`src/rtl/hns_pkg.sv`:
```
// shared types, constants and helpers of the heightmap normal stream
// no dependencies; imported by every module of the block but hns_ram
package hns_pkg;

	localparam int DEF_MAX_WIDTH  = 1024;
	localparam int DEF_MAX_HEIGHT = 1024;
	localparam int QUEUE_DEPTH    = 4;

	localparam int HEIGHT_W   = 8;
	localparam int COORD_W    = 10;
	localparam int NX_W       = 11;
	localparam int NY_W       = 7;
	localparam int CFG_W      = 11;
	localparam int APB_DATA_W = 32;
	localparam int APB_ADDR_W = 3;

	localparam logic [CFG_W-1:0] CFG_DIM_RESET = CFG_W'(512);

	// register index codes, taken from paddr[2]
	localparam logic REG_IMAGE_WIDTH  = 1'b0;
	localparam logic REG_IMAGE_HEIGHT = 1'b1;

	// fixed y components of the scaled cross product
	localparam logic signed [NY_W-1:0] NY_ZERO  = 7'sd0;
	localparam logic signed [NY_W-1:0] NY_POS10 = 7'sd10;
	localparam logic signed [NY_W-1:0] NY_NEG10 = -7'sd10;
	localparam logic signed [NY_W-1:0] NY_NEG20 = -7'sd20;

	// one pixel worth of work for the back end
	typedef struct packed {
		logic [COORD_W-1:0]  col;
		logic [COORD_W-1:0]  row;
		logic                emit_a;   // vertex one row up
		logic                emit_b;   // vertex one column left, last row
		logic                emit_c;   // vertex itself, last pixel of frame
		logic                top_row;  // vertex one row up sits on the first row
		logic                last_col;
		logic [HEIGHT_W-1:0] s;        // this sample
		logic [HEIGHT_W-1:0] sp;       // sample one column left
		logic [HEIGHT_W-1:0] p0;       // previous row, this column
		logic [HEIGHT_W-1:0] pn;       // previous row, next column
		logic [HEIGHT_W-1:0] q;        // previous row, column left
		logic [HEIGHT_W-1:0] t0;       // two rows back, this column
	} rec_t;

	function automatic int clamp_dim(input logic [CFG_W-1:0] v, input int maxv);
		int vi;
		vi = int'(v);
		if (vi < 2)
			clamp_dim = 2;
		else if (vi > maxv)
			clamp_dim = maxv;
		else
			clamp_dim = vi;
	endfunction

	function automatic logic signed [NX_W-1:0] ext_h(input logic [HEIGHT_W-1:0] h);
		ext_h = signed'({{(NX_W-HEIGHT_W){1'b0}}, h});
	endfunction

endpackage

```
`src/rtl/hns_queue.sv`:
```
// short queue of per-pixel work records between front and back
// depends on hns_pkg
module hns_queue import hns_pkg::*; #(
	parameter int DEPTH = QUEUE_DEPTH
) (
	input  logic                       clk,
	input  logic                       arst_n,
	input  logic                       push,
	input  rec_t                       din,
	input  logic                       pop,
	output rec_t                       dout,
	output logic                       valid,
	output logic [$clog2(DEPTH+1)-1:0] level
);

	localparam int PW = $clog2(DEPTH);
	localparam int LW = $clog2(DEPTH+1);

	rec_t          mem_q [DEPTH];
	logic [PW-1:0] wr_q;
	logic [PW-1:0] rd_q;
	logic [LW-1:0] count_q;

	always_ff @(posedge clk) begin
		if (push)
			mem_q[wr_q] <= din;
	end

	always_ff @(posedge clk or negedge arst_n) begin
		if (!arst_n) begin
			wr_q    <= '0;
			rd_q    <= '0;
			count_q <= '0;
		end else begin
			if (push)
				wr_q <= (wr_q == PW'(DEPTH-1)) ? '0 : wr_q + 1'b1;
			if (pop)
				rd_q <= (rd_q == PW'(DEPTH-1)) ? '0 : rd_q + 1'b1;
			case ({push, pop})
				2'b10:   count_q <= count_q + 1'b1;
				2'b01:   count_q <= count_q - 1'b1;
				default: count_q <= count_q;
			endcase
		end
	end

	assign dout  = mem_q[rd_q];
	assign valid = count_q != '0;
	assign level = count_q;

	a_count_bound: assert property (@(posedge clk) disable iff (!arst_n)
		count_q <= LW'(DEPTH))
		else $error("queue count beyond depth");

endmodule

```
`config.mk`:
```
export PLATFORM = sky130hd
export DESIGN_NAME = hns_queue
export DESIGN_NICKNAME = d
export VERILOG_FILES = /design/src/rtl/hns_pkg.sv /design/src/rtl/hns_queue.sv
export SDC_FILE = /design/constraint.sdc
export NUM_CORES = 1
export LEC_CHECK = 0
export BUFFER_PORTS_ARGS = -buffer_cell sky130_fd_sc_hd__buf_2
export CORE_MARGIN = 1.5
export CORE_UTILIZATION = 55
export CTS_CLUSTER_SIZE = 30
export DETAILED_ROUTE_END_ITERATION = 16
export HOLD_SLACK_MARGIN = 0.1
export PLACE_DENSITY = 0.77
export SYNTH_ARGS = -nofsm -noshare
export SYNTH_HDL_FRONTEND = slang
export SYNTH_SLANG_ARGS = --single-unit
```
`constraint.sdc`:
```
create_clock -name clk -period 4 [get_ports clk]
set_input_delay 0.6 -clock clk [delete_from_list [all_inputs] [get_ports clk]]
set_output_delay 0.6 -clock clk [all_outputs]
set_load 0.02 [all_outputs]
```
# After elaboration in Yosys (flattened, before gate mapping)
# Memories as Yosys holds them, arrays and structs flattened.
# Cells that the tools add are included.
# totals
reg_bits	7
latch_bits	0
ram_bits	292
romBits	0
inputBits	77
out_inout_bits	77
wordCells	19
memories	1
# mem_list
name	depth	width	read_ports	rd_ports_with_merged_regs	wr	line_no	source
mem_q	4	73	1	0	1	hns_queue.sv:19	rec_t mem_q [DEPTH];
# op_classes
add_sub_neg	4
multipliers	0
div_mod_pow	0
magnitude_cmp	0
n_eq_ne	4
shift	0
mux	5
bitwise	0
reduce_logical	2
# ops
cell	count
2-bit equality test (second input constant)	3
3-bit one-hot mux with 2 select lines	1
2-bit by 1-bit adder with 2-bit output (second input constant)	2
2-bit 2-to-1 mux	2
3-bit by 1-bit adder with 3-bit output (second input constant)	1
3-bit nonzero test	1
3-bit by 1-bit subtractor with 3-bit output (second input constant)	1
2-bit by 1-bit equality test with 1-bit output (second input constant)	1
1-bit 2-to-1 mux	2
2-bit nonzero test	1

# Depth between registers and ports, before layout
# Gate-level depths: netlist (run 1).
# logic_depth
depth_word	2
mapped_depth	7
mapped_depth_nobuf	7

# Worst setup path before layout (run 1)
# No wires, ideal clock.
# synth_timing
path_type	register to register
from	reg wr_q[0]
to	mem mem_q[0][0] (netlist name), enable pin
t_arrival_ps	2326
t_required_ps	3561
slack_ps	1235
path_stages_with_launch	4
cell_sequence	dfrtp_1 > inv_1 > ha_1 > and2_1
# synth_lines
item	line_no	source
start, declared	hns_queue.sv:20	logic [PW-1:0] wr_q;
start signal, assigned	hns_queue.sv:36	wr_q <= (wr_q == PW'(DEPTH-1)) ? '0 : wr_q + 1'b1;
end, declared	hns_queue.sv:19	
# Straight into the memory's write port.

==> impl_metrics.ini, run 1 <==
[clock_network]
post_cts_buffers = 0
cts_buffer_depth = 3
cts_tree = built
cts_resized = 0
htreeDepth = 1
clockRootBuffer = clkbuf_16
clk_latency_ns = 0.53
cts_buffers = 29
clkTransAtPathRegs_ns = 0.06
clkSinkCount = 299
cts_hold_buf = 1

[pwr]
vdd_drop_max_uv = 581
power.leakage_uw = 0.00443
comb_power_share_pct = 28.7
swShare_pct = 30.7
p_seq_share_pct = 45.9
clock_power_share_pct = 25.4
p_int_uw = 6600
power_switching_uw = 2920
p_total_uw = 9530
power_density_nw_per_um2 = 740

[yosys]
yosys.area.top_type_share_pct = 80.1
netlist_area_sq_um = 10900
syn-num-nets = 503
ys_warn_count = 0
synth.area.top_cells = edfxtp_1 80%, mux4_2 15%, dfrtp_1 1.6%
syn_inst = 419
ys_seq_elements = 299
syn_area_per_cell_sq_um = 26.1
ys_seq_area_share_pct = 81.7
synth_area_leader_cell = edfxtp_1
synthDistinctLibCells = 18

[routing]
ant_nets = 0
totalWireLength_um = 19000
drt_pass1_iterations = 4
wl_per_cell_um = 21.5
via_per_inst = 5.56
dr_total_vias = 4918
first_iter_violations = 275
drc_errors = 0

[final_layout]
fill_cells = 1247
synthToLayoutAreaGrowth_pct = 17.7
most-common-layout-cells = 292 x edfxtp_1, 153 x buf_2, 73 x mux4_2
nets = 681
drive_above_1_share_pct = 45.1
final_common_cell = edfxtp_1
regArea_sq_um = 8950
multi_input_comb_area_sq_um = 1870

[status]
status = complete, no violations

[min_path]
worstHoldEndpoint = mem_q[3][66]
hold_class = in -> reg
min_path_cells = 1
worstHoldStart = din[66]

[floorplanning]
die_area_sq_um = 20800
dieHeight_um = 144
initial_core_util_pct = 56.2
pin_count = 154
placementRows = 51
die_w_um = 144
coreArea_sq_um = 19500

[sta]
hold_violations = 0
tns_ns = 0
worstMarginPinSlew_ns = 1.10
fmax_mhz = 322
finalCritPeriodShare_pct = 77.6
final.setup.worst_slack_ns = 0.896
skew_ns = 0.0149
relSlewSlack_pct = 26.4
period_minus_slack_ns = 3.10
setup_viol = 0
drv_slew = 0
grt_setup_unrepaired = no

[grt]
gr-usage-met2_pct = 31.7
track_usage_pct = 18.8
met1_usage_pct = 25.2
grt_pass1_vias = 5267
top_usage_layer = met2
grt_start_max_net_pins = 76
grt_pass1_wl_um = 28900
overflow = 0
antenna_found_initial = 2
globalRouteMet3Util_pct = 4.37

[worst_setup_path]
crit_required_ns = 3.40
setup.worst_path.end_class = primary output
start_kind = register
reg2regPathDepth = 4
r2r-end = mem_q[0][8]
r2r_start = wr_q[0]
critPathArrivalTime_ns = 2.50
rrSetupSlack_ns = 1.89
crit_type = reg -> out
crit_fanout = 53

[placed_design]
gp_congestion = 0.700
place_ws_ns = 1.40
io_buffers = 153
hpwl_um = 11600

[run]
cap_violations = 0
## metrics by stage
stage	utilization, %	instances	hold slack, ns	cell area (sq um)
3_3_place_gp	61.7	830	0.440	12000
2_1_floorplan	-	419	0.304	10900
3_5_place_dp	61.7	830	0.441	12000
5_1_grt	66.2	884	0.269	12900
6_report	66.2	885	0.288	12900
4_1_cts	66.2	884	0.264	12900
## power by group through the flow
stage | clock network (uW) | registers, uW | logic (uW)
2_1_floorplan | 0 | 4210 | 2140
3_3_place_gp | 0 | 4410 | 2750
3_5_place_dp | 0 | 4440 | 2790
4_1_cts | 2470 | 4380 | 2800
5_1_grt | 2590 | 4430 | 2940
6_report | 2420 | 4370 | 2740
## cell type report
class	instances	share of cell area [%]
diodes	1	0.0194
clock buffers	36	5.84
clock inverters	17	0.787
inverters	6	0.175
multi-input cells	98	14.5
flip-flops and latches	299	69.5
well taps	265	2.57
repair buffers	163	6.64
## cells in the mapped netlist
master	number
and2_1	4
buf_2	7
buf_4	2
buf_6	6
clkbuf_1	1
dfrtp_1	7
edfxtp_1	292
fa_1	1
ha_1	6
inv_1	6
mux2_2	2
mux4_2	73
nand2_1	2
nor2_1	2
o21ai_0	3
or3_1	2
xnor2_1	1
xor2_1	2
## worst max-delay path by stage
| stage | end | startpoint | cells past startpoint | slack [ns] |
|---|---|---|---|---|
| 3_5_place_dp | dout[42] | rd_q[0] | 3 | 1.40 |
| 3_3_place_gp | dout[49] | rd_q[0] | 3 | 1.39 |
| 5_1_grt | dout[42] | rd_q[0] | 3 | 0.74 |
| 2_1_floorplan | mem_q[0][0] | wr_q[0] | 3 | 1.23 |
| 4_1_cts | dout[42] | rd_q[0] | 3 | 0.84 |
| 6_report | dout[71] | rd_q[0] | 3 | 0.90 |
## per-layer routing
metal / part of all wire (%) / vias up
met5: 0.047 / -
met4: 1.7 / 2
met3: 7.3 / 32
met2: 50 / 180
met1: 41 / 2552
li1: - / 2152
## registers in the layout, indices dropped and copies added, names as in the netlist
| name | flops |
|---|---|
| mem_q | 292 |
| level | 3 |
| rd_q | 2 |
| wr_q | 2 |
## logic make-up after synthesis
kind of cell	count (synthesis)	share of synthesized area, %
AND/OR/NAND/NOR	10	0.480
multiplexers	75	15.2
AO/OA/AOI/OAI	3	0.137
flip-flops	299	81.7
adder cells (fa/ha/maj)	7	0.869
XOR/XNOR	3	0.240
buffers and inverters	22	1.31
## critical path, stage by stage, from the launching register on
cell	delay (ns)
dfrtp_4	0.72
buf_12	0.41
mux4_2	0.58
buf_2	0.18
No activity file was read; power rests on OpenSTA's default activity.
==> inputs of run 2 (changes only) <==
Settings changed: CORE_UTILIZATION 55 to 51, PLACE_DENSITY 0.77 to 0.75.
Clock period 4 ns to 2.83 ns, I/O delays scaled along.
==> run 2 against run 1 <==
Net effect: highest routed layer unchanged; critical path type unchanged; largest cell class unchanged; count of clock-buffer cells in the layout is 3 lower; non-clock buffer count up 39; power is 45% higher; sequential share of layout area is 2.7 points lower; worst hold slack got worse by 0.17 ns; first-iteration DRC count rose by 34%; global-route usage shrank 0.72 points; utilization fell by 2.4 points.
==> impl_metrics.ini, run 2 (same netlist as run 1, synthesis figures left out) <==
[routing]
totalWireLength_um = 20000
dr_total_vias = 5056
via_per_inst = 5.42
ant_nets = 0
drt_pass1_iterations = 4
first_iter_violations = 369
drc_errors = 0
wl_per_cell_um = 21.5

[placed_design]
hpwl_um = 11800
gp_congestion = 0.733
placed_area_sq_um = 12100
place_inst = 841
place_ws_ns = 0.517
io_buffers = 153

[final_layout]
utilization_pct = 63.7
fill_cells = 1375
layout.cells.non_filler = 933
largest_register_ff_count = 292
largest_register = mem_q
most-common-layout-cells = 292 x edfxtp_1, 153 x buf_2, 73 x mux4_2
final_common_cell = edfxtp_1
drive_above_1_share_pct = 43.4
final_area_sq_um = 13400
multi_input_comb_area_sq_um = 1870
nets = 720
synthToLayoutAreaGrowth_pct = 22.5
regArea_sq_um = 8950

[pwr]
power.leakage_uw = 0.00463
vdd_drop_max_uv = 636
p_int_uw = 9580
p_seq_share_pct = 43.4
comb_power_share_pct = 31.0
swShare_pct = 30.7
power_switching_uw = 4240
clock_power_share_pct = 25.6
power_density_nw_per_um2 = 1030

[grt]
overflow = 0
grt_start_max_net_pins = 74
grt_pass1_vias = 5410
antenna_found_initial = 2
grt_pass1_wl_um = 30400
track_usage_pct = 18.1

[run]
cap_violations = 0

[sta]
setup_viol = 0
grt_setup_unrepaired = no
skew_ns = 0.0277
worstMarginPinSlew_ns = 0.502
hold_violations = 0
fmax_mhz = 381
period_minus_slack_ns = 2.62
relSlewSlack_pct = 66.5
finalCritPeriodShare_pct = 92.7
final.setup.worst_slack_ns = 0.207
tns_ns = 0
drv_slew = 0

[worst_setup_path]
crit_type = reg -> out
critPathArrivalTime_ns = 2.20
slowest_stage = dfrtp_4
crit_fanout = 15
crit_required_ns = 2.41
slowest_delay_ns = 0.65
cp_cell_sequence = buf_4 > mux4_2 > buf_2
start_kind = register
setup.worst_path.end_class = primary output

[floorplanning]
dieHeight_um = 149
placementRows = 53
coreArea_sq_um = 21000
pin_count = 154
die_w_um = 149
initial_core_util_pct = 52.1
die_area_sq_um = 22300

[status]
status = complete, no violations

[clock_network]
clockRootBuffer = clkbuf_16
cts_tree = built
cts_buffers = 29
cts_buffer_depth = 3
clkSinkCount = 299
clk_latency_ns = 0.54
cts_resized = 0
clkTransAtPathRegs_ns = 0.06
htreeDepth = 1

[min_path]
hold_class = in -> reg
==> run 2: changes by cell type in the layout (fill, tap and decap cells not counted), moves of 3 or more <==
| cell | previous run | this run |
|---|---|---|
| buf_12 | 1 | 7 |
| buf_4 | 8 | 4 |
| clkbuf_1 | 7 | 4 |
| dlygate4sd3_1 | 1 | 37 |
==> run 2: critical path: cells and delay by family (launching register included) <==
family                 cells  cell delay (ns)
buffers and inverters      2             0.49
flip-flops                 1             0.65
multiplexers               1             0.53
==> run 2: power groups by stage <==
stage / combinational (uW) / sequential [uW] / clock [uW]
after floorplan: 3020 / 5950 / 0
after global placement: 4050 / 6150 / 0
after detailed placement: 4100 / 6210 / 0
after CTS: 4260 / 6080 / 3610
after global routing: 4570 / 6070 / 3790
final: 4280 / 6010 / 3540
==> run 2: final timing paths <==
kind                       startpoint            to  slack [ns]  cells past startpoint
min in group asynchronous      arst_n      level[2]        0.25                      2
min                            din[5]   mem_q[3][5]        0.12                      1
max in group asynchronous      arst_n       rd_q[0]        2.37                      2
min reg2reg                  level[2]      level[2]        0.49                      1
max                           rd_q[0]      dout[63]        0.21                      3
max reg2reg                   wr_q[1]  mem_q[0][35]        0.98                      4
==> run 2: area by class of cell <==
class | instances | share of cell area, %
sequential | 299 | 66.8
timing repair buffer | 202 | 9.95
clock inverter | 19 | 1.05
antenna | 1 | 0.0187
multi-input combinational | 98 | 13.9
tap | 275 | 2.57
clock buffer | 33 | 5.53
inverter | 6 | 0.168
==> run 2: per-stage QoR <==
step	hold WS [ns]	total power [uW]
after detailed placement	0.269	10300
after CTS	0.102	13900
after global routing	0.102	14400
final	0.120	13800
after global placement	0.260	10200
after floorplan	0.129	8980
==> run 2: what timing repair did <==
action / 4_1_cts / 5_1_grt
endpoints found under the hold margin: 140 / 8
endpoints found under the setup margin: 14 / 4
pin swaps: 0 / 0
hold buffers: 35 / 2
setup buffers: 1 / 1
==> run 2: metal layers <==
metal,vias up,global-route usage [%],wire length [um],share of wire (%)
met5,-,0,17,0.085
met4,2,5.20,381,1.9
met1,2633,24.9,8410,42
met3,31,3.66,1060,5.3
met2,154,29.6,10200,51
li1,2236,-,-,-
==> inputs of run 3 (changes only) <==
Settings changed: BUFFER_PORTS_ARGS -buffer_cell sky130_fd_sc_hd__buf_2 to -buffer_cell sky130_fd_sc_hd__clkbuf_2.
==> run 3 against run 2 <==
Net effect: sequential power is essentially flat; worst hold slack is essentially flat; register-to-register slack gained 0.02 ns; global-route usage grew 0.19 points; via count grew 1.7%; cell area grew 1.1%; maximum frequency shrank 0.35%; wire length shrank 0.46%; utilization grew 0.70 points; sequential cell count is the same; critical path type unchanged; largest cell class unchanged; highest routed layer is now met4.
==> impl_metrics.ini, run 3 (same netlist as run 1, synthesis figures left out) <==
[worst_setup_path]
crit_fanout = 16
crit_type = reg -> out
critPathArrivalTime_ns = 2.21
setup.worst_path.end_class = primary output
crit_required_ns = 2.41
start_kind = register

[sta]
tns_ns = 0
worstMarginPinSlew_ns = 0.542
finalCritPeriodShare_pct = 93.0
hold_violations = 0
fmax_mhz = 380
final.setup.worst_slack_ns = 0.198
skew_ns = 0.0208
drv_slew = 0
relSlewSlack_pct = 63.9
grt_setup_unrepaired = no
setup_viol = 0
period_minus_slack_ns = 2.63

[routing]
wl_per_cell_um = 21.2
dr_wl_met3_um = 1070
dr_total_vias = 5143
via_per_inst = 5.48
totalWireLength_um = 19900
drt_pass1_iterations = 4
first_iter_violations = 285
dr_wl_met2_um = 10300
highest_layer = met4
drc_errors = 0
ant_nets = 0
wl_met1_um = 8240

[grt]
overflow = 0
antenna_found_initial = 1
track_usage_pct = 18.3
grt_pass1_vias = 5429
grt_start_max_net_pins = 44
grt_pass1_wl_um = 30600

[final_layout]
most-common-layout-cells = 292 x edfxtp_1, 153 x clkbuf_2, 73 x mux4_2
largest_register_ff_count = 292
drive_above_1_share_pct = 43.6
final_common_cell = edfxtp_1
synthToLayoutAreaGrowth_pct = 23.8
largest_register = mem_q
fill_cells = 1379
nets = 728

[pwr]
power_density_nw_per_um2 = 1040
power.leakage_uw = 0.00473
p_total_uw = 14100
vdd_drop_max_uv = 662

[floorplanning]
initial_core_util_pct = 52.1
coreArea_sq_um = 21000
dieHeight_um = 149
placementRows = 53
die_w_um = 149
pin_count = 154
die_area_sq_um = 22300

[placed_design]
gp_congestion = 0.727
place_ws_ns = 0.527
io_buffers = 153
hpwl_um = 11900

[clock_network]
clockRootBuffer = clkbuf_16
cts_buffer_depth = 3
cts_buffers = 29
cts_tree = built
htreeDepth = 1
clkSinkCount = 299
clk_latency_ns = 0.54
clkTransAtPathRegs_ns = 0.06

[min_path]
hold_class = in -> reg

[status]
status = complete, no violations

[run]
cap_violations = 0
[run 3: cell count changes in the layout (fill, tap and decap cells not counted), sizes merged]
cell         change
dlygate4sd3      +6
bufinv           +2
clkinvlp         +1
clkinv           -5
clkbuf         +153
buf            -151
[run 3: final timing paths]
check | from | end | slack, ns | depth (start not counted)
worst min register to register | level[2] | level[2] | 0.50 | 1
worst min-delay path | din[67] | mem_q[0][67] | 0.12 | 1
worst max register to register | wr_q[0] | mem_q[2][62] | 1.00 | 4
min in group asynchronous | arst_n | level[1] | 0.26 | 2
worst max-delay path | rd_q[0] | dout[62] | 0.20 | 3
max in group asynchronous | arst_n | rd_q[1] | 2.35 | 2
[run 3: final cells by class]
class,instances,area (sq um),area share (%)
flip-flops and latches,299,8950,66.1
multi-input cells,98,1870,13.8
repair buffers,210,1430,10.6
clock buffers,33,741,5.47
well taps,275,344,2.54
clock inverters,17,188,1.39
inverters,6,22.5,0.166
diodes,1,2.50,0.0185
[run 3: what timing repair did]
action	CTS	global route
resized for setup	0	0
hold endpoints to repair	157	4
hold buffers	42	1
endpoints found under the setup margin	36	0
setup buffers	1	0
[run 3: report_power, final]
part / switching [uW] / internal (uW) / total, uW
sequential: 366 / 5680 / 6040
clock: 1530 / 2230 / 3760
combinational: 2390 / 1890 / 4280
[run 3: per-layer routing]
metal  vias to the layer above  track usage [%]
li1                       2252                -
met1                      2717             25.4
met2                       144             30.5
met3                        30             2.87
met4                         0             4.95
met5                         -                0
[run 3: stage by stage]
step	hold slack [ns]	cells	util (%)	area, sq um
final	0.120	939	64.4	13500
after global routing	0.104	939	64.4	13500
after CTS	0.100	937	64.4	13500
after detailed placement	0.279	844	57.8	12200
after global placement	0.264	844	57.8	12200
after floorplan	0.129	419	-	10900
[run 3: critical path, stage by stage (launching register included)]
cell	delay [ns]
dfrtp_4	0.70
buf_12	0.23
mux4_2	0.54
clkbuf_2	0.18
