File: src/rtl/hns_pkg.sv
// shared types, constants and helpers of the heightmap normal stream
// no dependencies; imported by every module of the block but hns_ram
package hns_pkg;

	localparam int DEF_MAX_WIDTH  = 1024;
	localparam int DEF_MAX_HEIGHT = 1024;
	localparam int QUEUE_DEPTH    = 4;

	localparam int HEIGHT_W   = 8;
	localparam int COORD_W    = 10;
	localparam int NX_W       = 11;
	localparam int NY_W       = 7;
	localparam int CFG_W      = 11;
	localparam int APB_DATA_W = 32;
	localparam int APB_ADDR_W = 3;

	localparam logic [CFG_W-1:0] CFG_DIM_RESET = CFG_W'(512);

	// register index codes, taken from paddr[2]
	localparam logic REG_IMAGE_WIDTH  = 1'b0;
	localparam logic REG_IMAGE_HEIGHT = 1'b1;

	// fixed y components of the scaled cross product
	localparam logic signed [NY_W-1:0] NY_ZERO  = 7'sd0;
	localparam logic signed [NY_W-1:0] NY_POS10 = 7'sd10;
	localparam logic signed [NY_W-1:0] NY_NEG10 = -7'sd10;
	localparam logic signed [NY_W-1:0] NY_NEG20 = -7'sd20;

	// one pixel worth of work for the back end
	typedef struct packed {
		logic [COORD_W-1:0]  col;
		logic [COORD_W-1:0]  row;
		logic                emit_a;   // vertex one row up
		logic                emit_b;   // vertex one column left, last row
		logic                emit_c;   // vertex itself, last pixel of frame
		logic                top_row;  // vertex one row up sits on the first row
		logic                last_col;
		logic [HEIGHT_W-1:0] s;        // this sample
		logic [HEIGHT_W-1:0] sp;       // sample one column left
		logic [HEIGHT_W-1:0] p0;       // previous row, this column
		logic [HEIGHT_W-1:0] pn;       // previous row, next column
		logic [HEIGHT_W-1:0] q;        // previous row, column left
		logic [HEIGHT_W-1:0] t0;       // two rows back, this column
	} rec_t;

	function automatic int clamp_dim(input logic [CFG_W-1:0] v, input int maxv);
		int vi;
		vi = int'(v);
		if (vi < 2)
			clamp_dim = 2;
		else if (vi > maxv)
			clamp_dim = maxv;
		else
			clamp_dim = vi;
	endfunction

	function automatic logic signed [NX_W-1:0] ext_h(input logic [HEIGHT_W-1:0] h);
		ext_h = signed'({{(NX_W-HEIGHT_W){1'b0}}, h});
	endfunction

endpackage

File: src/rtl/hns_back.sv
// back end: walks the vertices of a record, forms the scaled cross product
// depends on hns_pkg
module hns_back import hns_pkg::*; (
	input  logic                          clk,
	input  logic                          arst_n,
	input  rec_t                          head,
	input  logic                          head_valid,
	output logic                          q_pop,
	output logic                          empty,
	input  logic                          pop,
	output logic [COORD_W-1:0]            vertex_col,
	output logic [COORD_W-1:0]            vertex_row,
	output logic signed [NX_W-1:0]        normal_x_times_ten,
	output logic signed [NY_W-1:0]        normal_y_times_ten,
	output logic signed [NX_W-1:0]        normal_z_times_ten,
	output logic                          last_of_run
);

	localparam logic [1:0] VX_A    = 2'd0;
	localparam logic [1:0] VX_B    = 2'd1;
	localparam logic [1:0] VX_C    = 2'd2;
	localparam logic [1:0] VX_NONE = 2'd3;

	logic [2:0] done_q;
	logic [2:0] rem;
	logic [2:0] selbit;
	logic [1:0] sel;
	logic       last_sel;
	logic       load;

	logic                        valid_q;
	logic [COORD_W-1:0]          ocol_q, orow_q;
	logic signed [NX_W-1:0]      nx_q, nz_q;
	logic signed [NY_W-1:0]      ny_q;
	logic                        last_q;

	logic [COORD_W-1:0]          col, row;
	logic signed [NX_W-1:0]      nx, nz, n1;
	logic signed [NY_W-1:0]      ny;
	logic signed [NX_W-1:0]      s, sp, p0, pn, q, t0;

	assign rem = {head.emit_c, head.emit_b, head.emit_a} & ~done_q;

	// oldest vertex first: one row up, then one column left, then the vertex itself
	always_comb begin
		sel    = VX_NONE;
		selbit = 3'b000;
		if (rem[0]) begin
			sel    = VX_A;
			selbit = 3'b001;
		end else if (rem[1]) begin
			sel    = VX_B;
			selbit = 3'b010;
		end else if (rem[2]) begin
			sel    = VX_C;
			selbit = 3'b100;
		end
	end

	assign last_sel = (rem & ~selbit) == 3'b000;
	assign load     = head_valid & (~valid_q | pop);
	assign q_pop    = load & last_sel;

	assign s  = ext_h(head.s);
	assign sp = ext_h(head.sp);
	assign p0 = ext_h(head.p0);
	assign pn = ext_h(head.pn);
	assign q  = ext_h(head.q);
	assign t0 = ext_h(head.t0);

	always_comb begin
		col = head.col;
		row = head.row;
		nx  = '0;
		nz  = '0;
		ny  = NY_ZERO;
		n1  = '0;
		case (sel)
			VX_A: begin
				row = head.row - 1'b1;
				if (head.top_row) begin
					// neighbours on the first row, last column looks left
					n1 = head.last_col ? q : pn;
					nx = n1 - p0;
					nz = head.last_col ? p0 - s : s - p0;
					ny = head.last_col ? NY_POS10 : NY_NEG10;
				end else begin
					// inner row, spans two rows in z
					n1 = head.last_col ? p0 : pn;
					nx = n1 + n1 - t0 - s;
					nz = head.last_col ? '0 : s - t0;
					ny = head.last_col ? NY_ZERO : NY_NEG20;
				end
			end
			VX_B: begin
				col = head.col - 1'b1;
				nx  = s - sp;
				nz  = sp - q;
				ny  = NY_NEG10;
			end
			VX_C: begin
				nx = s - sp;
				nz = s - p0;
				ny = NY_NEG10;
			end
			default: begin
				nx = '0;
				nz = '0;
				ny = NY_ZERO;
			end
		endcase
	end

	always_ff @(posedge clk or negedge arst_n) begin
		if (!arst_n) begin
			valid_q <= 1'b0;
			done_q  <= 3'b000;
		end else begin
			if (load)
				valid_q <= 1'b1;
			else if (pop)
				valid_q <= 1'b0;
			if (load)
				done_q <= last_sel ? 3'b000 : (done_q | selbit);
		end
	end

	always_ff @(posedge clk) begin
		if (load) begin
			ocol_q <= col;
			orow_q <= row;
			nx_q   <= nx;
			ny_q   <= ny;
			nz_q   <= nz;
			last_q <= last_sel;
		end
	end

	assign empty              = ~valid_q;
	assign vertex_col         = ocol_q;
	assign vertex_row         = orow_q;
	assign normal_x_times_ten = nx_q;
	assign normal_y_times_ten = ny_q;
	assign normal_z_times_ten = nz_q;
	assign last_of_run        = last_q;

	a_head_has_work: assert property (@(posedge clk) disable iff (!arst_n)
		head_valid |-> (rem != 3'b000))
		else $error("queue head with no vertex left");

	a_frame_end_full: assert property (@(posedge clk) disable iff (!arst_n)
		(head_valid && head.emit_c) |-> (head.emit_a && head.emit_b))
		else $error("last pixel of frame without its other two vertices");

	a_ny_legal: assert property (@(posedge clk) disable iff (!arst_n)
		valid_q |-> (ny_q == NY_ZERO || ny_q == NY_POS10 || ny_q == NY_NEG10 ||
			ny_q == NY_NEG20))
		else $error("y component outside the grid spacing cases");

endmodule

File: config.mk
export PLATFORM = sky130hd
export DESIGN_NAME = hns_back
export DESIGN_NICKNAME = d
export VERILOG_FILES = /design/src/rtl/hns_pkg.sv /design/src/rtl/hns_back.sv
export SDC_FILE = /design/constraint.sdc
export NUM_CORES = 1
export LEC_CHECK = 0
export ABC_AREA = 1
export BUFFER_PORTS_ARGS = -buffer_cell sky130_fd_sc_hd__buf_4
export CORE_MARGIN = 2
export CORE_UTILIZATION = 50
export DETAILED_ROUTE_END_ITERATION = 8
export GPL_TIMING_DRIVEN = 1
export PLACE_DENSITY = 0.75
export SYNTH_ARGS = -nofsm -noshare
export SYNTH_HDL_FRONTEND = slang
export SYNTH_SLANG_ARGS = --single-unit
export TNS_END_PERCENT = 10
File: constraint.sdc
create_clock -name clk -period 3 [get_ports clk]
set_clock_uncertainty 0.2 [all_clocks]
set_input_delay 0 -clock clk [delete_from_list [all_inputs] [get_ports clk]]
set_output_delay 0 -clock clk [all_outputs]
set_load 0.01 [all_outputs]
Word-level counts from Yosys, hierarchy flattened
Cells that the tools add are included.
Widths: inputs -> output; s select.
{ "word_totals": {"ff_bits": 54, "in_bits": 77, "word_cells": 57} }
{ "classes": {"add_sub_neg": 11, "eq_ne": 2, "mux": 23, "bitwise_logic": 9, "n_reduce_logical": 4} }
{ "ops": {"columns": ["cell", "count"], "rows": [
  ["$sub 8x8->9", 6],
  ["$mux 11", 4],
  ["$pmux 11 s3", 1],
  ["$pmux 11 s2", 1],
  ["$mux 7", 3],
  ["$mux 10", 2],
  ["$sub 10x1->10 const B", 2],
  ["$mux 8", 2],
  ["$pmux 7 s2", 1],
  ["$mux 3", 4],
  ["$sub 10x9->11", 1],
  ["$sub 9x8->10", 1],
  ["$add 8x8->9", 1],
  ["$and 3x3->3", 2],
  ["$not 3->3", 2],
  ["$mux 2", 2],
  ["$logic_not 3->1", 1],
  ["$mux 1", 3],
  ["$or 3x3->3", 1],
  ["$and 1x1->1", 2],
  ["$eq 2x1->1 const B", 1],
  ["$eq 2x2->1 const B", 1],
  ["$logic_not 2->1", 1],
  ["$reduce_bool 2->1", 1],
  ["3 further kinds", 3]
]} }

Longest topological paths before layout
Gate-level depths: netlist (run 1).
{ "depth": {"word_depth": 9, "depth_mapped": 22, "ltp_nobuf": 20} }

Worst setup path before layout (run 1)
Ideal clock, no wire load.
{ "synth_timing": {"path_kind": "input to register", "startpoint": "input port head[48] in the netlist's numbering", "endpoint": "register nx_q[8], in the netlist normal_x_times_ten[8], data pin", "setup_time_ns": 0.270, "arrival_time_ns": 2.564, "required_time_ns": 2.530, "setup_slack_ns": -0.034, "cell_stages": 20, "n_path_buf": 2, "cell_sequence": "clkinv_1 > buf_2 > buf_1 > nand2_1 > o21ai_0 > ha_1 > nand2_1 > nand2_1 > a31oi_1 > xor2_1 > inv_1 > ha_1 > nand2_1 > or2_0 > nand2_1 > nand2_1 > nand3_1 > nand2_1 > o21ai_1 > a21oi_1"} }
{ "synth_between": {"elab_chain_len": 6, "elab_cells_between_ends": 8, "cone_classes": "4 x add/sub; 4 x mux"} }
{ "synth_rtl": {"columns": ["element", "line_no", "rtl"], "rows": [
  ["start, declared", "hns_back.sv:6", "input rec_t head,"],
  ["$mux 8", "hns_back.sv:89", "n1 = head.last_col ? p0 : pn;"],
  ["$add 8x8->9", "hns_back.sv:90", "nx = n1 + n1 - t0 - s;"],
  ["$sub 9x8->10", "hns_back.sv:90", null],
  ["$sub 10x9->11", "hns_back.sv:90", null],
  ["$mux 11 *", "hns_back.sv:81", "if (head.top_row) begin"],
  ["$pmux 11 s2 *", "hns_back.sv:78", "case (sel)"],
  ["via nx[8]", "hns_back.sv:38", "logic signed [NX_W-1:0] nx, nz, n1;"],
  ["end signal, assigned", "hns_back.sv:132", "nx_q <= nx;"],
  ["end, declared", "hns_back.sv:33", "logic signed [NX_W-1:0] nx_q, nz_q;"]
]} }
The timed path passes the listed nets; every way through them passes the cells marked *.
A chain may end at the register's enable or synchronous reset.

Worst setup path after layout (run 1)
{ "layout_timing": {"startpoint": "register done_q[1]", "endpoint": "register ocol_q[8], in the netlist vertex_col[8], data pin"} }
{ "layout_between": {"elab_chain_len": 6} }
{ "layout_rtl": {"columns": ["element", "line_no", "rtl"], "rows": [
  ["start, declared", "hns_back.sv:24", "logic [2:0] done_q;"],
  ["start signal, assigned", "hns_back.sv:124", "done_q <= last_sel ? 3'b000 : (done_q | selbit);"],
  ["$not 3->3", "hns_back.sv:42", "assign rem = {head.emit_c, head.emit_b, head.emit_a} & ~done_q;"],
  ["$and 3x3->3", "hns_back.sv:42", null],
  ["$mux 2", "hns_back.sv:51", "end else if (rem[1]) begin"],
  ["$mux 2", "hns_back.sv:48", "if (rem[0]) begin"],
  ["$eq 2x1->1", "hns_back.sv:78", null],
  ["$mux 10", "hns_back.sv:78", null],
  ["via col[8]", "hns_back.sv:37", "logic [COORD_W-1:0] col, row;"],
  ["end signal, assigned", "hns_back.sv:130", "ocol_q <= col;"],
  ["end, declared", "hns_back.sv:32", "logic [COORD_W-1:0] ocol_q, orow_q;"]
]} }
The timed path passes the listed nets, and every way through them passes these cells.

==> impl_metrics.tcl, run 1 <==
set metrics [dict create \
    synth.distinct_cells 47 \
    gp_congestion 0.989 \
    via_per_inst 5.51 \
    synth_edf_count 45 \
    start_util_pct 51.4 \
    crit_path_end_kind "flip-flop" \
    cts_tree "built" \
    htree_levels 2 \
    synth_area_um2 5570 \
    place_hpwl_mm 13.7 \
    clk_pin_slew_ps 90 \
    grt_pass1_vias 5732 \
    grt_remaining_overflow 0 \
    drt-initial-drc-count 505 \
    cap_violations 0 \
    grt_pass1_wl_mm 27.7 \
    path_class "reg2reg" \
    cts_sinks 49 \
    ys_ff_latch 49 \
    relSlewSlack_pct 56.3 \
    io_buffers 127 \
    finalWirelength_mm 18.0 \
    ant_nets 0 \
    hold_class "in2reg" \
    tightest_slew_ps 654 \
    antenna_found_initial 0 \
    drv_slew 0 \
    p_leak_uw 0.00378 \
    grt_util_all_layers_pct 30.0 \
    max_freq_ghz 0.348 \
    yosysWarnings 0 \
    rsz0062_at_grt "yes" \
    dr_total_vias 6069 \
    diodes 0 \
    synthesis.nets 933 \
    clock_latency_ps 320 \
    ioPinCount 129 \
    fin_crit_sh_pct 95.9 \
    vdd_drop_max_mv 0.255 \
    first_pass_iters 5 \
    drive_gt1_share_pct 19.3 \
    yosysSeqAreaShare_pct 26.1 \
    status "finished, final reports clean" \
    period_minus_slack_ps 2880 \
    dieArea_um2 12000 \
    die_w_um 110 \
    fin_setup_tns_ps 0 \
    cts_buffers 5 \
    root_buffer "clkbuf_8" \
    synthArstFlopShare_pct 8.16 \
    drc 0 \
    avgSynthCellArea_um2 7.17 \
    p_per_area_nw_per_um2 410 \
    power_uw 3020 \
    synth_ff_type "edfxtp_1" \
    wire_per_inst_um 16.4 \
    synthCells 777 \
    required_ps 2880 \
    nets 1117 \
    fp-row-count 38 \
    start_kind "flip-flop" \
    syn2layout_area_growth_pct 32.2 \
    die_h_um 110 \
    worstPathMaxFanout 10 \
    finalHoldViolations 0 \
    coreArea_um2 10800 \
    setup_viol 0 \
    ctsLongestPathBuffers 2 \
    grt_max_degree 47 \
    arrival_ps 2750 \
]
==> stage by stage <==
| stage | setup WS [ps] | hold WS (ps) | area, um^2 | util [%] | instances |
|---|---|---|---|---|---|
| CTS | 58.4 | 38.0 | 7310 | 67.5 | 1098 |
| global placement | -75.3 | -400 | 6780 | 62.5 | 1050 |
| global route | -32.1 | 68.9 | 7360 | 67.9 | 1102 |
| finish | 124 | 62.9 | 7360 | 67.9 | 1102 |
| detailed placement | -258 | -399 | 6780 | 62.5 | 1050 |
| floorplan | 32.0 | -496 | 5570 | - | 777 |
==> sequential cells by signal (all words and copies together) (netlist names) <==
signal	cells
normal_y_times_ten	4
vertex_col	10
done_q	3
vertex_row	10
normal_x_times_ten	11
valid_q	1
last_of_run	1
normal_z_times_ten	9
==> cells by family (layout without fill, tap and decap cells) <==
family | count (synthesis) | after routing | share of synthesized area, %
simple gates | 317 | 317 | 24.5
buf+inv | 151 | 336 | 10.7
compound gates | 150 | 150 | 15.1
fa+ha+maj | 79 | 79 | 18.8
flops | 49 | 49 | 26.1
xor+xnor | 30 | 30 | 4.72
other cells | 1 | 1 | 0.0673
==> layout by cell type (no fill, tap or decap), types with 7 or more instances in the layout <==
| cell type | instances |
|---|---|
| nand2_1 | 165 |
| buf_4 | 153 |
| inv_1 | 130 |
| ha_1 | 70 |
| a21oi_1 | 69 |
| nand3_1 | 65 |
| nor2_1 | 54 |
| edfxtp_1 | 45 |
| o21ai_0 | 43 |
| dlygate4sd3_1 | 40 |
| xor2_1 | 20 |
| nand4_1 | 10 |
| xnor2_1 | 10 |
| fa_1 | 8 |
| nor3_1 | 7 |
==> final timing paths <==
check,start,endpoint,slack (ps),cells past startpoint
setup / recovery,done_q[1],vertex_col[8],120,12
hold / removal,head[49],normal_z_times_ten[7],60,4
setup reg to reg,done_q[1],vertex_col[8],120,12
hold reg to reg,done_q[2],done_q[2],310,2
max in group asynchronous,arst_n,done_q[2],2030,3
min in group asynchronous,arst_n,done_q[0],390,3
==> critical path: stages, from the launching register on <==
cell,delay (ps)
dfrtp_1,410
nor2_1,130
inv_1,110
a21oi_2,210
ha_2,220
inv_2,90
nor3_1,180
inv_1,100
nor2_2,120
nand3_1,110
xor2_1,160
dlygate4sd3_1,570
inv_1,40
==> report_power, final <==
part / internal [uW] / switching, uW
combinational: 652 / 893
sequential: 875 / 33.8
clock: 335 / 229
total: 1860 / 1160
==> final cells by class <==
type                            count  area (um^2)
Clock buffer                        5         68.8
Clock inverter                      3         68.8
Fill cell                         927         3480
Inverter                          134          509
Multi-Input combinational cell    577         3530
Sequential cell                    49         1450
Tap cell                          140          175
Timing Repair Buffer              193         1550
Timing Repair inverter              1         5.00
==> timing repair <==
action	in CTS	in global routing
endpoints found under the hold margin	28	0
hold buffers	40	0
buffers inserted	0	3
endpoints found under the setup margin	0	9
resized for setup	0	7
==> metal layers <==
metal,global-route usage (%),part of all wire (%),up-vias
met5,0,0,-
met4,15.0,4.6,0
met3,3.26,9.0,51
met2,50.3,46,331
met1,38.4,41,2746
li1,-,-,2941
==> synthesized netlist by cell type (5+ instances only) <==
| cell | n | area share [%] |
|---|---|---|
| nand2_1 | 166 | 11 |
| inv_1 | 131 | 8.8 |
| ha_1 | 71 | 16 |
| a21oi_1 | 70 | 6.3 |
| nand3_1 | 65 | 5.8 |
| nor2_1 | 55 | 3.7 |
| edfxtp_1 | 45 | 24 |
| o21ai_0 | 44 | 4.0 |
| xor2_1 | 20 | 3.1 |
| nand4_1 | 10 | 1.1 |
| xnor2_1 | 10 | 1.6 |
| fa_1 | 8 | 2.9 |
| nor3_1 | 7 | 0.63 |
| buf_4 | 6 | 0.81 |
| a31oi_1 | 5 | 0.56 |
| buf_2 | 5 | 0.45 |
| or2_2 | 5 | 0.56 |
Power figures use the tool's default switching activity.
==> inputs of run 2 (changes only) <==
--- a/config.mk
+++ b/config.mk
@@ -14,2 +14,3 @@
 export PLACE_DENSITY = 0.75
+export SLEW_MARGIN = 20
 export SYNTH_ARGS = -nofsm -noshare
--- a/constraint.sdc
+++ b/constraint.sdc
@@ -4,2 +4,2 @@
 set_output_delay 0 -clock clk [all_outputs]
-set_load 0.01 [all_outputs]
+set_load 0.1 [all_outputs]
==> run 2 against run 1 <==
Effect of this change: count of clock-buffer cells in the layout stayed put; power is 14% higher; via count is 1.4% lower; die area stayed put; largest cell class unchanged; largest power group unchanged.
==> impl_metrics.tcl, run 2 (synthesized netlist as in run 1, its figures left out) <==
set metrics [dict create \
    status "finished, final reports clean" \
    die_w_um 110 \
    final_common_cell "nand2_1" \
    drive_gt1_share_pct 20.0 \
    hold_depth 4 \
    setup_viol 0 \
    most-common-layout-cells "nand2_1 (165), buf_4 (155), inv_1 (129)" \
    ctsLongestPathBuffers 2 \
    worstPathMaxFanout 10 \
    root_buffer "clkbuf_8" \
    period_minus_slack_ps 2870 \
    die_h_um 110 \
    ant_nets 0 \
    place_hpwl_mm 13.8 \
    grt_util_all_layers_pct 29.8 \
    drc 0 \
    clk_pin_slew_ps 80 \
    drv_slew 0 \
    start_kind "flip-flop" \
    hold_class "in2reg" \
    syn2layout_area_growth_pct 31.6 \
    required_ps 2870 \
    fin_crit_sh_pct 95.7 \
    gp_congestion 0.977 \
    drt-initial-drc-count 537 \
    first_pass_iters 8 \
    diodes 0 \
    cap_violations 0 \
    p_leak_uw 0.00375 \
    path_class "reg2reg" \
    htree_levels 2 \
    clock_latency_ps 300 \
    dr_total_vias 5987 \
    finalHoldViolations 0 \
    grt_pass1_wl_mm 27.5 \
    coreArea_um2 10800 \
    power_uw 3440 \
    r2r-start "done_q[0]" \
    reg2reg_slack_ps 130 \
    cts_tree "built" \
    p_per_area_nw_per_um2 469 \
    tightest_slew_ps 640 \
    reg2reg_to "vertex_col[8]" \
    grt_max_degree 27 \
    fp-row-count 38 \
    rsz0062_at_grt "yes" \
    endpoint "vertex_col[8]" \
    arrival_ps 2740 \
    crit_path_end_kind "flip-flop" \
    cts_sinks 49 \
    wire_per_inst_um 16.0 \
    crit_start "done_q[0]" \
    finalWirelength_mm 17.7 \
    reg2regPathDepth 12 \
    io_buffers 127 \
    dieArea_um2 12000 \
    cts_buffers 5 \
    via_per_inst 5.43 \
    vdd_drop_max_mv 0.382 \
    largest_register_ffs 11 \
    nets 1117 \
    max_freq_ghz 0.348 \
    grt_remaining_overflow 0 \
    grt_pass1_vias 5687 \
    relSlewSlack_pct 56.8 \
    ioPinCount 129 \
    final.setup.worst_slack_ps 130 \
    antenna_found_initial 0 \
    start_util_pct 51.4 \
    pre_cts_slack_ps -241 \
]
run 2: cell types whose count changed in the layout (fill, tap and decap cells not counted), moves of 2 or more:
cell	before	now
clkinvlp_4	1	3
bufinv_16	2	0
dlygate4sd3_1	40	38
buf_4	153	155
run 2: stage by stage:
step	instances	setup TNS (ps)	area, um^2	hold WS [ps]	utilization [%]
global placement	1050	-166	6780	-399	62.5
detailed placement	1050	-1100	6780	-398	62.5
floorplan	777	-34.5	5570	-496	-
CTS	1096	0	7250	0.577	66.9
finish	1102	0	7330	59.6	67.6
global route	1102	-34.5	7330	79.7	67.6
run 2: layout make-up:
type	instances	area, um^2
Clock buffer	5	68.8
Clock inverter	3	17.5
Fill cell	898	3510
Inverter	134	513
Multi-Input combinational cell	577	3550
Sequential cell	49	1450
Tap cell	140	175
Timing Repair Buffer	193	1540
Timing Repair inverter	1	7.51
run 2: report_power, final:
group	internal [uW]	leakage (uW)	switching (uW)
Clock	161	0.0000455	209
Sequential	875	0.000487	31.7
Combinational	664	0.00322	1500
run 2: worst min path at each step:
stage / from / end / slack [ps]
global placement: arst_n / done_q[2] / -400
global route: head[49] / normal_z_times_ten[7] / 80
detailed placement: arst_n / done_q[2] / -400
CTS: head[51] / done_q[2] / 0.6
floorplan: arst_n / done_q[0] / -500
finish: head[49] / normal_z_times_ten[7] / 60
run 2: what timing repair did:
item / 4_1_cts / 5_1_grt
hold buffers: 38 / 0
buffers inserted: 0 / 5
endpoints found under the hold margin: 28 / 0
setup endpoints to repair: 0 / 10
gates resized for setup: 0 / 13
run 2: routing by layer:
| metal | GRT usage (%) | wire length, um |
|---|---|---|
| met2 | 51.5 | 8100 |
| met3 | 2.73 | 1560 |
| met5 | 0 | 0 |
| met4 | 12.9 | 657 |
| met1 | 37.8 | 7340 |
run 2: worst max-delay path, stage by stage, from the launching register on:
cell and delay, ps:
dfrtp_1 410, nor2_4 190, inv_4 130, nand2_2 100, ha_2 200, inv_2 90, nor3_1 190, inv_1 100
nor2_2 130, nand3_1 100, xor2_1 190, dlygate4sd3_1 570, inv_1 40
